===== src/sv/gbtc_pkg.sv =====
// ----------------------------------------------------------------------------
// gbtc_pkg
// Shared types, constants and helpers of the ball track consolidator.
// ----------------------------------------------------------------------------
package gbtc_pkg;

    localparam int NumSlots  = 8;
    localparam int SlotW     = 3;
    localparam int FracBits  = 4;
    localparam int PosW      = 19;
    localparam int MmW       = 15;
    localparam int GateW     = 28;
    localparam int CntW      = 4;
    localparam int CmdW      = 1;
    localparam int InDataW   = 56;
    localparam int OutDataW  = 80;
    localparam int AddrW     = 5;

    localparam logic [AddrW-1:0] RegGate    = 5'd0;
    localparam logic [AddrW-1:0] RegConf    = 5'd4;
    localparam logic [AddrW-1:0] RegAreaMin = 5'd8;
    localparam logic [AddrW-1:0] RegAreaMax = 5'd12;
    localparam logic [AddrW-1:0] RegVanish  = 5'd16;
    localparam logic [AddrW-1:0] RegPromote = 5'd20;

    localparam logic CmdDetect = 1'b0;
    localparam logic CmdFrame  = 1'b1;

    typedef enum logic [3:0] {
        t_ST_IDLE,
        t_ST_DET,
        t_ST_DET_WAIT,
        t_ST_EOF_SLOT,
        t_ST_EOF_DIV,
        t_ST_EOF_WR,
        t_ST_OUT
    } t_state;

    typedef enum logic [2:0] {
        t_OP_NONE,
        t_OP_SEED,
        t_OP_MATCH,
        t_OP_REFRESH,
        t_OP_PREDICT,
        t_OP_DIV_START
    } t_op;

    typedef struct packed {
        t_op              op;
        logic [SlotW-1:0] slot;
    } t_cmd;

    typedef struct packed {
        logic             div_done;
        logic             det_ok;
        logic             matched;
        logic             valid;
        logic [CntW-1:0]  hits_after;
        logic [CntW-1:0]  misses;
    } t_stat;

    function automatic logic signed [PosW-1:0] sat19(input logic signed [PosW+2:0] v);
        logic signed [PosW+2:0] lo;
        logic signed [PosW+2:0] hi;
        lo = -(22'sd1 <<< (PosW-1));
        hi = (22'sd1 <<< (PosW-1)) - 22'sd1;
        if (v < lo) return lo[PosW-1:0];
        if (v > hi) return hi[PosW-1:0];
        return v[PosW-1:0];
    endfunction

    function automatic logic signed [PosW-1:0] to_fine(input logic signed [MmW-1:0] mm);
        return {mm, {FracBits{1'b0}}};
    endfunction

endpackage


===== src/sv/gbtc_ctrl.sv =====
// ----------------------------------------------------------------------------
// gbtc_ctrl
// Sequencer: walks slots for detections and frame ends, drives the datapath.
// ----------------------------------------------------------------------------
module gbtc_ctrl (
    input  logic                 i_clk,
    input  logic                 i_rst_n,
    input  logic                 i_start,
    input  logic                 i_cmd,
    input  logic                 i_out_free,
    input  gbtc_pkg::t_stat      i_stat,
    input  logic [3:0]           i_vanish,
    input  logic [3:0]           i_promote,
    output gbtc_pkg::t_cmd       o_cmd,
    output logic                 o_idle,
    output logic                 o_emit,
    output logic                 o_locked,
    output logic                 o_any_clear,
    output logic                 o_drop,
    output logic                 o_promote,
    output logic                 o_unlock,
    output logic                 o_seed_end
);
    import gbtc_pkg::*;

    t_state           r_state, n_state;
    logic [SlotW:0]   r_slot, n_slot;
    logic             r_locked, n_locked;
    logic             r_seeding, n_seeding;
    logic [SlotW-1:0] r_chosen, n_chosen;
    logic             r_any, n_any;
    logic             r_is_eof, n_is_eof;

    always_ff @(posedge i_clk) begin
        if (!i_rst_n) begin
            r_state   <= t_ST_IDLE;
            r_slot    <= '0;
            r_locked  <= 1'b0;
            r_seeding <= 1'b1;
            r_chosen  <= '0;
            r_any     <= 1'b0;
            r_is_eof  <= 1'b0;
        end else begin
            r_state   <= n_state;
            r_slot    <= n_slot;
            r_locked  <= n_locked;
            r_seeding <= n_seeding;
            r_chosen  <= n_chosen;
            r_any     <= n_any;
            r_is_eof  <= n_is_eof;
        end
    end

    logic [SlotW-1:0] w_cur;
    assign w_cur = r_locked ? r_chosen : r_slot[SlotW-1:0];

    always_comb begin
        n_state     = r_state;
        n_slot      = r_slot;
        n_locked    = r_locked;
        n_seeding   = r_seeding;
        n_chosen    = r_chosen;
        n_any       = r_any;
        n_is_eof    = r_is_eof;
        o_cmd.op    = t_OP_NONE;
        o_cmd.slot  = w_cur;
        o_idle      = 1'b0;
        o_emit      = 1'b0;
        o_any_clear = 1'b0;
        o_drop      = 1'b0;
        o_promote   = 1'b0;
        o_unlock    = 1'b0;
        o_seed_end  = 1'b0;
        case (r_state)
            t_ST_IDLE: begin
                o_idle = 1'b1;
                if (i_start) begin
                    n_slot   = '0;
                    n_any    = 1'b0;
                    n_is_eof = (i_cmd == CmdFrame);
                    n_state  = (i_cmd == CmdFrame) ? t_ST_EOF_SLOT : t_ST_DET;
                end
            end
            t_ST_DET: begin
                // one slot per cycle; seeding takes first free slot
                if (!i_stat.det_ok) begin
                    n_state = t_ST_IDLE;
                end else if (r_locked) begin
                    if (i_stat.valid) o_cmd.op = t_OP_MATCH;
                    n_state = t_ST_IDLE;
                end else if (r_seeding) begin
                    if (!i_stat.valid) begin
                        o_cmd.op = t_OP_SEED;
                        n_state  = t_ST_IDLE;
                    end else if (r_slot == (SlotW+1)'(NumSlots-1)) begin
                        n_state = t_ST_IDLE;
                    end else begin
                        n_slot = r_slot + 1'b1;
                    end
                end else begin
                    if (i_stat.valid) o_cmd.op = t_OP_MATCH;
                    if (r_slot == (SlotW+1)'(NumSlots-1)) n_state = t_ST_IDLE;
                    else n_slot = r_slot + 1'b1;
                end
            end
            t_ST_EOF_SLOT: begin
                if (r_locked) begin
                    if (!i_stat.valid) begin
                        o_unlock = 1'b1; n_locked = 1'b0; n_seeding = 1'b1;
                        n_state = t_ST_OUT;
                    end else if (i_stat.matched) begin
                        o_cmd.op = t_OP_DIV_START; n_state = t_ST_EOF_DIV;
                    end else if (i_stat.misses < i_vanish) begin
                        o_cmd.op = t_OP_PREDICT; n_state = t_ST_OUT;
                    end else begin
                        o_unlock = 1'b1; n_locked = 1'b0; n_seeding = 1'b1;
                        n_state = t_ST_OUT;
                    end
                end else if (r_seeding) begin
                    o_seed_end = 1'b1; n_seeding = 1'b0; n_state = t_ST_OUT;
                end else if (r_slot[SlotW]) begin
                    if (!r_any) n_seeding = 1'b1;
                    n_state = t_ST_OUT;
                end else if (!i_stat.valid) begin
                    n_slot = r_slot + 1'b1;
                end else if (i_stat.matched) begin
                    o_cmd.op = t_OP_DIV_START; n_state = t_ST_EOF_DIV;
                end else if (i_stat.misses < i_vanish) begin
                    o_cmd.op = t_OP_PREDICT; n_any = 1'b1; n_slot = r_slot + 1'b1;
                end else begin
                    o_drop = 1'b1; n_slot = r_slot + 1'b1;
                end
            end
            t_ST_EOF_DIV: begin
                if (i_stat.div_done) n_state = t_ST_EOF_WR;
            end
            t_ST_EOF_WR: begin
                o_cmd.op = t_OP_REFRESH;
                if (r_locked) begin
                    n_state = t_ST_OUT;
                end else if (i_stat.hits_after >= i_promote) begin
                    o_promote = 1'b1; n_locked = 1'b1;
                    n_chosen = r_slot[SlotW-1:0]; n_state = t_ST_OUT;
                end else begin
                    n_any = 1'b1; n_slot = r_slot + 1'b1; n_state = t_ST_EOF_SLOT;
                end
            end
            t_ST_OUT: begin
                if (i_out_free) begin
                    o_emit = 1'b1;
                    n_state = t_ST_IDLE;
                end
            end
            default: n_state = t_ST_IDLE;
        endcase
    end

    assign o_locked = r_locked;
    logic w_unused;
    assign w_unused = r_is_eof;
endmodule


===== src/sv/gbtc_div.sv =====
// ----------------------------------------------------------------------------
// gbtc_div
// Restoring divider: signed 21-bit dividends by 5-bit divisor, one bit a cycle.
// ----------------------------------------------------------------------------
module gbtc_div (
    input  logic                         i_clk,
    input  logic                         i_rst_n,
    input  logic                         i_start,
    input  logic signed [20:0]           i_num_x,
    input  logic signed [20:0]           i_num_y,
    input  logic [4:0]                   i_den,
    output logic                         o_done,
    output logic signed [20:0]           o_q_x,
    output logic signed [20:0]           o_q_y
);
    import gbtc_pkg::*;

    logic        r_busy;
    logic [4:0]  r_cnt;
    logic [20:0] r_ax, r_ay, r_qx, r_qy;
    logic [5:0]  r_rx, r_ry;
    logic [4:0]  r_den;
    logic        r_nx, r_ny;
    logic [5:0]  w_tx, w_ty;

    assign w_tx = {r_rx[4:0], r_ax[20]};
    assign w_ty = {r_ry[4:0], r_ay[20]};

    always_ff @(posedge i_clk) begin
        if (!i_rst_n) begin
            r_busy <= 1'b0;
            r_cnt  <= '0;
            o_done <= 1'b0;
        end else begin
            o_done <= 1'b0;
            if (i_start) begin
                r_busy <= 1'b1;
                r_cnt  <= 5'd21;
            end else if (r_busy) begin
                r_cnt <= r_cnt - 5'd1;
                if (r_cnt == 5'd1) begin
                    r_busy <= 1'b0;
                    o_done <= 1'b1;
                end
            end
        end
    end

    always_ff @(posedge i_clk) begin
        if (i_start) begin
            r_ax  <= i_num_x[20] ? 21'(-i_num_x) : i_num_x;
            r_ay  <= i_num_y[20] ? 21'(-i_num_y) : i_num_y;
            r_nx  <= i_num_x[20];
            r_ny  <= i_num_y[20];
            r_den <= i_den;
            r_rx  <= '0;
            r_ry  <= '0;
        end else if (r_busy) begin
            r_ax <= {r_ax[19:0], 1'b0};
            r_ay <= {r_ay[19:0], 1'b0};
            if (w_tx >= {1'b0, r_den}) begin
                r_rx <= w_tx - {1'b0, r_den}; r_qx <= {r_qx[19:0], 1'b1};
            end else begin
                r_rx <= w_tx; r_qx <= {r_qx[19:0], 1'b0};
            end
            if (w_ty >= {1'b0, r_den}) begin
                r_ry <= w_ty - {1'b0, r_den}; r_qy <= {r_qy[19:0], 1'b1};
            end else begin
                r_ry <= w_ty; r_qy <= {r_qy[19:0], 1'b0};
            end
        end
    end

    assign o_q_x = r_nx ? 21'(-r_qx) : r_qx;
    assign o_q_y = r_ny ? 21'(-r_qy) : r_qy;
endmodule


===== src/sv/gbtc_dp.sv =====
// ----------------------------------------------------------------------------
// gbtc_dp
// Slot table, gating, distance, velocity and prediction arithmetic.
// ----------------------------------------------------------------------------
module gbtc_dp (
    input  logic                              i_clk,
    input  logic                              i_rst_n,
    input  logic                              i_load,
    input  logic [gbtc_pkg::InDataW-1:0]      i_data,
    input  gbtc_pkg::t_cmd                    i_cmd,
    input  logic                              i_drop,
    input  logic                              i_promote,
    input  logic                              i_unlock,
    input  logic                              i_locked,
    input  logic                              i_emit,
    input  logic [27:0]                       i_gate_r,
    input  logic [7:0]                        i_conf_min,
    input  logic [15:0]                       i_area_min,
    input  logic [15:0]                       i_area_max,
    output gbtc_pkg::t_stat                   o_stat,
    output logic [gbtc_pkg::OutDataW-1:0]     o_result,
    output logic                              o_res_locked
);
    import gbtc_pkg::*;

    logic [NumSlots-1:0]         r_valid, r_matched;
    logic signed [PosW-1:0]      r_last_x [NumSlots];
    logic signed [PosW-1:0]      r_last_y [NumSlots];
    logic signed [PosW-1:0]      r_pred_x [NumSlots];
    logic signed [PosW-1:0]      r_pred_y [NumSlots];
    logic signed [PosW-1:0]      r_vel_x  [NumSlots];
    logic signed [PosW-1:0]      r_vel_y  [NumSlots];
    logic signed [MmW-1:0]       r_mx     [NumSlots];
    logic signed [MmW-1:0]       r_my     [NumSlots];
    logic [GateW-1:0]            r_gate   [NumSlots];
    logic [CntW-1:0]             r_hits   [NumSlots];
    logic [CntW-1:0]             r_miss   [NumSlots];

    logic signed [MmW-1:0]       r_bx, r_by;
    logic                        r_ok;

    logic [SlotW-1:0]            s;
    assign s = i_cmd.slot;

    // distance: |d| up to 2^20, sum of squares 42 bits
    logic signed [20:0]          w_dx, w_dy;
    logic [20:0]                 w_ax, w_ay;
    logic [41:0]                 w_d2;
    logic [33:0]                 w_dsh;
    logic [GateW-1:0]            w_dist;
    assign w_dx  = 21'(to_fine(r_bx)) - 21'(r_pred_x[s]);
    assign w_dy  = 21'(to_fine(r_by)) - 21'(r_pred_y[s]);
    assign w_ax  = w_dx[20] ? 21'(-w_dx) : w_dx;
    assign w_ay  = w_dy[20] ? 21'(-w_dy) : w_dy;
    assign w_d2  = 42'(w_ax * w_ax) + 42'(w_ay * w_ay);
    assign w_dsh = 34'(w_d2 >> (2*FracBits));
    assign w_dist = (w_dsh > 34'(28'hFFFFFFF)) ? 28'hFFFFFFF : w_dsh[GateW-1:0];

    logic                        w_div_done;
    logic signed [20:0]          w_qx, w_qy;
    gbtc_div u_div (
        .i_clk   (i_clk),
        .i_rst_n (i_rst_n),
        .i_start (i_cmd.op == t_OP_DIV_START),
        .i_num_x (21'(to_fine(r_mx[s])) - 21'(r_last_x[s])),
        .i_num_y (21'(to_fine(r_my[s])) - 21'(r_last_y[s])),
        .i_den   (5'(r_miss[s]) + 5'd1),
        .o_done  (w_div_done),
        .o_q_x   (w_qx),
        .o_q_y   (w_qy)
    );

    logic [CntW-1:0] w_hits_inc;
    assign w_hits_inc = (r_hits[s] == 4'hF) ? 4'hF : r_hits[s] + 4'd1;

    assign o_stat.div_done   = w_div_done;
    assign o_stat.det_ok     = r_ok;
    assign o_stat.matched    = r_matched[s];
    assign o_stat.valid      = r_valid[s];
    assign o_stat.hits_after = w_hits_inc;
    assign o_stat.misses     = r_miss[s];

    always_ff @(posedge i_clk) begin
        if (i_load) begin
            r_bx <= i_data[14:0];
            r_by <= i_data[29:15];
            r_ok <= (i_data[37:30] >= i_conf_min) && (i_data[53:38] >= i_area_min)
                    && (i_data[53:38] <= i_area_max);
        end
    end

    always_ff @(posedge i_clk) begin
        if (!i_rst_n) begin
            r_valid   <= '0;
            r_matched <= '0;
        end else begin
            case (i_cmd.op)
                t_OP_SEED: begin
                    r_valid[s]   <= 1'b1;
                    r_matched[s] <= 1'b0;
                end
                t_OP_MATCH: begin
                    if (w_dist <= r_gate[s]) r_matched[s] <= 1'b1;
                end
                t_OP_REFRESH, t_OP_PREDICT: r_matched[s] <= 1'b0;
                default: ;
            endcase
            if (i_drop) r_valid[s] <= 1'b0;
            if (i_promote) begin
                r_matched <= '0;
                r_valid   <= NumSlots'(1) << s;
            end
            if (i_unlock) begin
                r_valid   <= '0;
                r_matched <= '0;
            end
        end
    end

    always_ff @(posedge i_clk) begin
        case (i_cmd.op)
            t_OP_SEED: begin
                r_last_x[s] <= to_fine(r_bx); r_pred_x[s] <= to_fine(r_bx);
                r_last_y[s] <= to_fine(r_by); r_pred_y[s] <= to_fine(r_by);
                r_vel_x[s]  <= '0; r_vel_y[s] <= '0;
                r_mx[s] <= r_bx; r_my[s] <= r_by;
                r_gate[s] <= i_gate_r;
                r_hits[s] <= '0; r_miss[s] <= '0;
            end
            t_OP_MATCH: begin
                if (w_dist <= r_gate[s]) begin
                    r_mx[s] <= r_bx; r_my[s] <= r_by; r_gate[s] <= w_dist;
                end
            end
            t_OP_REFRESH: begin
                r_vel_x[s]  <= sat19(22'(w_qx));
                r_vel_y[s]  <= sat19(22'(w_qy));
                r_last_x[s] <= to_fine(r_mx[s]); r_pred_x[s] <= to_fine(r_mx[s]);
                r_last_y[s] <= to_fine(r_my[s]); r_pred_y[s] <= to_fine(r_my[s]);
                r_gate[s] <= i_gate_r;
                r_hits[s] <= w_hits_inc;
                r_miss[s] <= '0;
            end
            t_OP_PREDICT: begin
                r_pred_x[s] <= sat19(22'(r_pred_x[s]) + 22'(r_vel_x[s]));
                r_pred_y[s] <= sat19(22'(r_pred_y[s]) + 22'(r_vel_y[s]));
                r_miss[s] <= (r_miss[s] == 4'hF) ? 4'hF : r_miss[s] + 4'd1;
                r_hits[s] <= '0;
            end
            default: ;
        endcase
    end

    logic [CntW-1:0] w_cnt;
    always_comb begin
        w_cnt = '0;
        for (int k = 0; k < NumSlots; k++) w_cnt = w_cnt + CntW'(r_valid[k]);
    end

    always_ff @(posedge i_clk) begin
        if (i_emit) begin
            if (i_locked && r_valid[s]) begin
                o_result     <= {4'b0, r_vel_y[s], r_vel_x[s], r_pred_y[s], r_pred_x[s]};
                o_res_locked <= 1'b1;
            end else begin
                o_result     <= {w_cnt, 76'b0};
                o_res_locked <= 1'b0;
            end
        end
    end
endmodule


===== src/sv/gated_ball_track_consolidator.sv =====
// ----------------------------------------------------------------------------
// gated_ball_track_consolidator
// Gated nearest-neighbor ball tracker with constant-velocity prediction.
// ----------------------------------------------------------------------------
// Usage:
//   Slave stream carries requests: detections (tuser 0) and frame ends
//   (tuser 1). A detection yields no result; a frame end yields one result
//   on the master stream with the lock flag on tuser and predicted position,
//   velocity and candidate count on tdata.
//   A detection checks only the chosen slot while locked and otherwise walks
//   the slots of the eight-entry table one per cycle. While not seeding, a
//   frame end walks the slots one per cycle (only the chosen slot while
//   locked), pausing while the serial divider works out the velocity of
//   each matched slot.
//   One request is in flight at a time; s_tready is high only when idle.
//   The result sits in an output register; the next request is accepted
//   while it waits, and the block stalls before writing a new result over
//   it until the receiver takes it.
//   Reset empties the table, unlocks and restarts seeding; registers return
//   to their defaults.
// ----------------------------------------------------------------------------
module gated_ball_track_consolidator (
    input  logic                              i_clk,
    input  logic                              i_rst_n,
    input  logic                              s_tvalid,
    output logic                              s_tready,
    // tdata: ball_x, ball_y, confidence, blob_area
    input  logic [gbtc_pkg::InDataW-1:0]      s_tdata,
    // tuser: command
    input  logic [0:0]                        s_tuser,
    output logic                              m_tvalid,
    input  logic                              m_tready,
    // tdata: track_x, track_y, track_vx, track_vy, candidate_count
    output logic [gbtc_pkg::OutDataW-1:0]     m_tdata,
    // tuser: locked
    output logic [0:0]                        m_tuser,
    input  logic                              psel,
    input  logic                              penable,
    input  logic                              pwrite,
    input  logic [gbtc_pkg::AddrW-1:0]        paddr,
    input  logic [31:0]                       pwdata,
    output logic [31:0]                       prdata,
    output logic                              pready
);
    import gbtc_pkg::*;

    logic [27:0] r_gate_r;
    logic [7:0]  r_conf_min;
    logic [15:0] r_area_min, r_area_max;
    logic [3:0]  r_vanish, r_promote;
    logic        r_out_valid;

    assign pready = 1'b1;

    always_ff @(posedge i_clk) begin
        if (!i_rst_n) begin
            r_gate_r   <= 28'd10000;
            r_conf_min <= '0;
            r_area_min <= '0;
            r_area_max <= 16'hFFFF;
            r_vanish   <= 4'd5;
            r_promote  <= 4'd5;
        end else if (psel && penable && pwrite) begin
            case (paddr)
                RegGate:    r_gate_r   <= pwdata[27:0];
                RegConf:    r_conf_min <= pwdata[7:0];
                RegAreaMin: r_area_min <= pwdata[15:0];
                RegAreaMax: r_area_max <= pwdata[15:0];
                RegVanish:  r_vanish   <= pwdata[3:0];
                RegPromote: r_promote  <= pwdata[3:0];
                default: ;
            endcase
        end
    end

    always_comb begin
        case (paddr)
            RegGate:    prdata = {4'b0, r_gate_r};
            RegConf:    prdata = {24'b0, r_conf_min};
            RegAreaMin: prdata = {16'b0, r_area_min};
            RegAreaMax: prdata = {16'b0, r_area_max};
            RegVanish:  prdata = {28'b0, r_vanish};
            RegPromote: prdata = {28'b0, r_promote};
            default:    prdata = '0;
        endcase
    end

    t_cmd  w_cmd;
    t_stat w_stat;
    logic  w_idle, w_emit, w_locked, w_any, w_drop, w_prom, w_unlock, w_seed_end;
    logic  w_start;

    assign s_tready = w_idle;
    assign w_start  = s_tvalid && w_idle;

    gbtc_ctrl u_ctrl (
        .i_clk       (i_clk),
        .i_rst_n     (i_rst_n),
        .i_start     (w_start),
        .i_cmd       (s_tuser[0]),
        .i_out_free  (!r_out_valid || m_tready),
        .i_stat      (w_stat),
        .i_vanish    (r_vanish),
        .i_promote   (r_promote),
        .o_cmd       (w_cmd),
        .o_idle      (w_idle),
        .o_emit      (w_emit),
        .o_locked    (w_locked),
        .o_any_clear (w_any),
        .o_drop      (w_drop),
        .o_promote   (w_prom),
        .o_unlock    (w_unlock),
        .o_seed_end  (w_seed_end)
    );

    gbtc_dp u_dp (
        .i_clk        (i_clk),
        .i_rst_n      (i_rst_n),
        .i_load       (w_start),
        .i_data       (s_tdata),
        .i_cmd        (w_cmd),
        .i_drop       (w_drop),
        .i_promote    (w_prom),
        .i_unlock     (w_unlock),
        .i_locked     (w_locked),
        .i_emit       (w_emit),
        .i_gate_r     (r_gate_r),
        .i_conf_min   (r_conf_min),
        .i_area_min   (r_area_min),
        .i_area_max   (r_area_max),
        .o_stat       (w_stat),
        .o_result     (m_tdata),
        .o_res_locked (m_tuser)
    );

    always_ff @(posedge i_clk) begin
        if (!i_rst_n) r_out_valid <= 1'b0;
        else if (w_emit) r_out_valid <= 1'b1;
        else if (m_tready) r_out_valid <= 1'b0;
    end

    assign m_tvalid = r_out_valid;

    logic w_unused;
    assign w_unused = w_any ^ w_seed_end;
endmodule


===== config.mk =====
export PLATFORM = sky130hd
export DESIGN_NAME = gated_ball_track_consolidator
export DESIGN_NICKNAME = d
export VERILOG_FILES = /design/src/sv/gbtc_pkg.sv /design/src/sv/gbtc_ctrl.sv /design/src/sv/gbtc_div.sv /design/src/sv/gbtc_dp.sv /design/src/sv/gated_ball_track_consolidator.sv
export SDC_FILE = /design/constraint.sdc
export NUM_CORES = 2
export LEC_CHECK = 0
export BUFFER_PORTS_ARGS = -buffer_cell sky130_fd_sc_hd__clkbuf_2
export CORE_MARGIN = 4
export CORE_UTILIZATION = 40
export DETAILED_ROUTE_END_ITERATION = 16
export HOLD_SLACK_MARGIN = 0.15
export PLACE_DENSITY = 0.56
export SLEW_MARGIN = 40
export SYNTH_ARGS = -nofsm -noshare
export SYNTH_HDL_FRONTEND = slang
export SYNTH_SLANG_ARGS = --single-unit

===== constraint.sdc =====
create_clock -name i_clk -period 21 [get_ports i_clk]
set_clock_uncertainty 0.15 [all_clocks]
set_input_delay 4.2 -clock i_clk [delete_from_list [all_inputs] [get_ports i_clk]]
set_output_delay 4.2 -clock i_clk [all_outputs]
set_load 0.03 [all_outputs]

==> results.md <==
- Status: complete, no violations
- Worst stage delay on the critical path: 740 ps
- Die H: 509 µm
- Footprint of the multi-input gates: 46400 µm²
- Die area: 259000 µm²
- Max-slew violation count: 0
- Setup_tns: 0 ps
- Hold crit path type: flop to flop
- Crit path max fanout: 38
- Post-CTS Setup Bufs: 0
- Reg2Reg Depth: 61
- Most used cell, CP: fa_1
- Post-Place Setup Slack: 2590 ps
- Final instance area: 113000 µm²
- Crit path required time: 21340 ps
- Fin nets: 9510
- Critical Path Source Type: flop
- Max-slew headroom: 0.387
- Area post-placement: 107000 µm²
- Synth Warn #: 0
- GRT Util Overall: 0.219
- Clk sinks: 1695
- Worst R2R Start: u_ctrl.o_locked
- Max-cap viol count: 0
- FF+latch area: 49700 µm²
- Cts bufs inserted: 180
- Wire length per cell: 24.1 µm
- Final WS setup: 2250 ps
- Hold Path Cell Cnt: 2
- CTS Buffer Depth: 3
- Unique masters post-synth: 123
- Worst endpoint data arrival time: 19090 ps
- Mapped cell area: 100000 µm²
- Most frequent cell after synthesis: edfxtp_1
- Worst setup path class: flop to flop
- Vias per Instance: 5.43
- Post-cts sizing count: 0
- Post-synth top flop: edfxtp_1
- Final period util: 0.893
- Clock slew seen by the registers of the worst setup and hold paths: 60 ps
- F_max: 53.3 MHz
- Post-synthesis cell count: 7865
- Io pins: 217
- Iter 0 DRT Violations: 4997
- Total congestion overflow: 0
- Largest net degree at the start of global routing: 76
- Layout cells sized above 1: 0.143
- Critical Path End Type: flop
- CTS tree: built
- Buffers on Ports: 205
- P&R area growth vs syn: 12.8%
- Number of remaining DRC errors: 0
- Fillcell total: 22637
- Reg-to-Reg End: u_dp.r_gate[7][19]
- RSZ-0062 raised after global routing: false
- Worst slew pin tran: 920 ps
- # setup viols final: 0
- Synth Area per Inst: 12.8 µm²
- Clock root buffer: clkbuf_16
- First-pass GRT wire length: 424 mm
- Row count: 183
- Slowest stage cell, crit path: dfxtp_2
- Pre-antenna DRT Iters: 7
- WHS Endpoint: u_dp.u_div.r_ry[4]
- Yosys reg bits: 1695
- Die X-Extent: 509 µm
- Sequential area share after synthesis: 0.495
- Yosys top cell by area: edfxtp_1
- Tmin final: 18750 ps
- # hold bufs at CTS: 0
- Clock Latency Late Sink: 850 ps
- Async SR Flop Fraction: 0
- Main area contributors after synthesis: edfxtp_1 (47%), fa_1 (14%), mux4_2 (6.6%)
- Post-synth top area share: 0.470
- H-tree level count: 4
- Routed vias: 63781
- Initial core utilization: 0.403
- Initial antenna violation count: 11
- Post-DP HPWL: 202 mm
- Hold_sp: u_dp.u_div.r_ry[4]
- DRT Wirelength: 283 mm
- Vias in the first global route: 66114
- R2R setup slack: 2250 ps
- Post-synth EDFFs: 1571
- Final Hold Vio Count: 0
- Placer Congestion: 0.886
- Layout Utilization: 0.455
- Most frequent cells after synthesis: edfxtp_1 (1571), inv_1 (1041), nand2_1 (775), fa_1 (707), nor2_1 (577)
- Core ar.: 249000 µm²
- Antenna Violating Nets Remaining: 0
## registers in the layout (all words and copies together) (netlist names), 120 cells and up, named ones only
| signal | flops |
|---|---|
| u_dp.r_last_x | 120 |
| u_dp.r_my | 120 |
| u_dp.r_gate | 224 |
| u_dp.r_vel_x | 152 |
| u_dp.r_mx | 120 |
| u_dp.r_pred_y | 152 |
| u_dp.r_pred_x | 152 |
| u_dp.r_last_y | 120 |
| u_dp.r_vel_y | 152 |
## routing by layer
| layer | up-vias | wire (µm) | track usage |
|---|---|---|---|
| met2 | 1985 | 139000 | 0.367 |
| met5 | - | 27 | 0 |
| met3 | 396 | 17400 | 0.0324 |
| met1 | 33109 | 118000 | 0.295 |
| met4 | 4 | 9240 | 0.0712 |
| li1 | 28287 | - | - |
## logic make-up after synthesis
logic type / synth area share
AND/OR/NAND/NOR: 0.0828
flip-flops: 0.495
buffers and inverters: 0.0533
other: 0.0000748
adder cells (fa/ha/maj): 0.198
AO/OA/AOI/OAI: 0.0697
XOR/XNOR: 0.0217
multiplexers: 0.0804
## through the flow
step	instances	hold slack, ps
floorplan	7967	291
global placement	11400	304
detailed placement	11406	311
CTS	11734	320
global route	11737	343
finish	11741	320
## area by class of cell
cell class / count / share of cell area
Inverter: 1055 / 0.0350
Clock inverter: 102 / 0.00877
Clock buffer: 226 / 0.0417
Antenna cell: 6 / 0.000133
Tap cell: 3330 / 0.0368
Multi-Input combinational cell: 4882 / 0.410
Sequential cell: 1695 / 0.439
Timing Repair Buffer: 445 / 0.0292
## worst max path at each step
stage                      from                  to  slack (ps)  depth (start not counted)
5_1_grt         u_ctrl.o_locked  u_dp.r_gate[7][19]        1270                         61
4_1_cts         u_ctrl.o_locked  u_dp.r_gate[3][19]        2380                         61
3_3_place_gp   u_ctrl.r_slot[0]     u_dp.r_mx[6][7]        2460                         61
2_1_floorplan   u_ctrl.o_locked     u_dp.r_mx[4][0]        2840                         68
6_report        u_ctrl.o_locked  u_dp.r_gate[7][19]        2250                         61
3_5_place_dp    u_ctrl.o_locked  u_dp.r_gate[3][19]        2590                         61
## cells in the final DEF (no fill, tap or decap), drive strengths merged, types with 21 or more instances in the layout
master and count:
edfxtp 1571, inv 1061, nand2 775, fa 707, nor2 581, ha 443
clkbuf 431, a21oi 350, mux4 293, o21ai 254, buf 240, mux2i 128
xnor2 126, dfxtp 124, xor2 111, conb 104, clkinv 75, nand2b 73
a21o 70, a31oi 69, nor3 60, nand3 56, and2 53, nor2b 46
nand4 42, o211ai 34, o31ai 29, o21a 28, and3 26, a211oi 25
o22ai 23, or2 23, a221oi 21
## critical path: cells and delay by family, from the launching register on
kind                     cells  cell delay [ps]
multiplexers                 3             1800
flip-flops                   1              740
adder cells (fa/ha/maj)     12             5830
AO/OA/AOI/OAI               19             4780
AND/OR/NAND/NOR             14             2790
buffers and inverters       12             1940
XOR/XNOR                     1              310
Power is left out: the tool's default activity adds up to more than one toggle a clock period on the data nets, which glitch-free logic cannot reach.
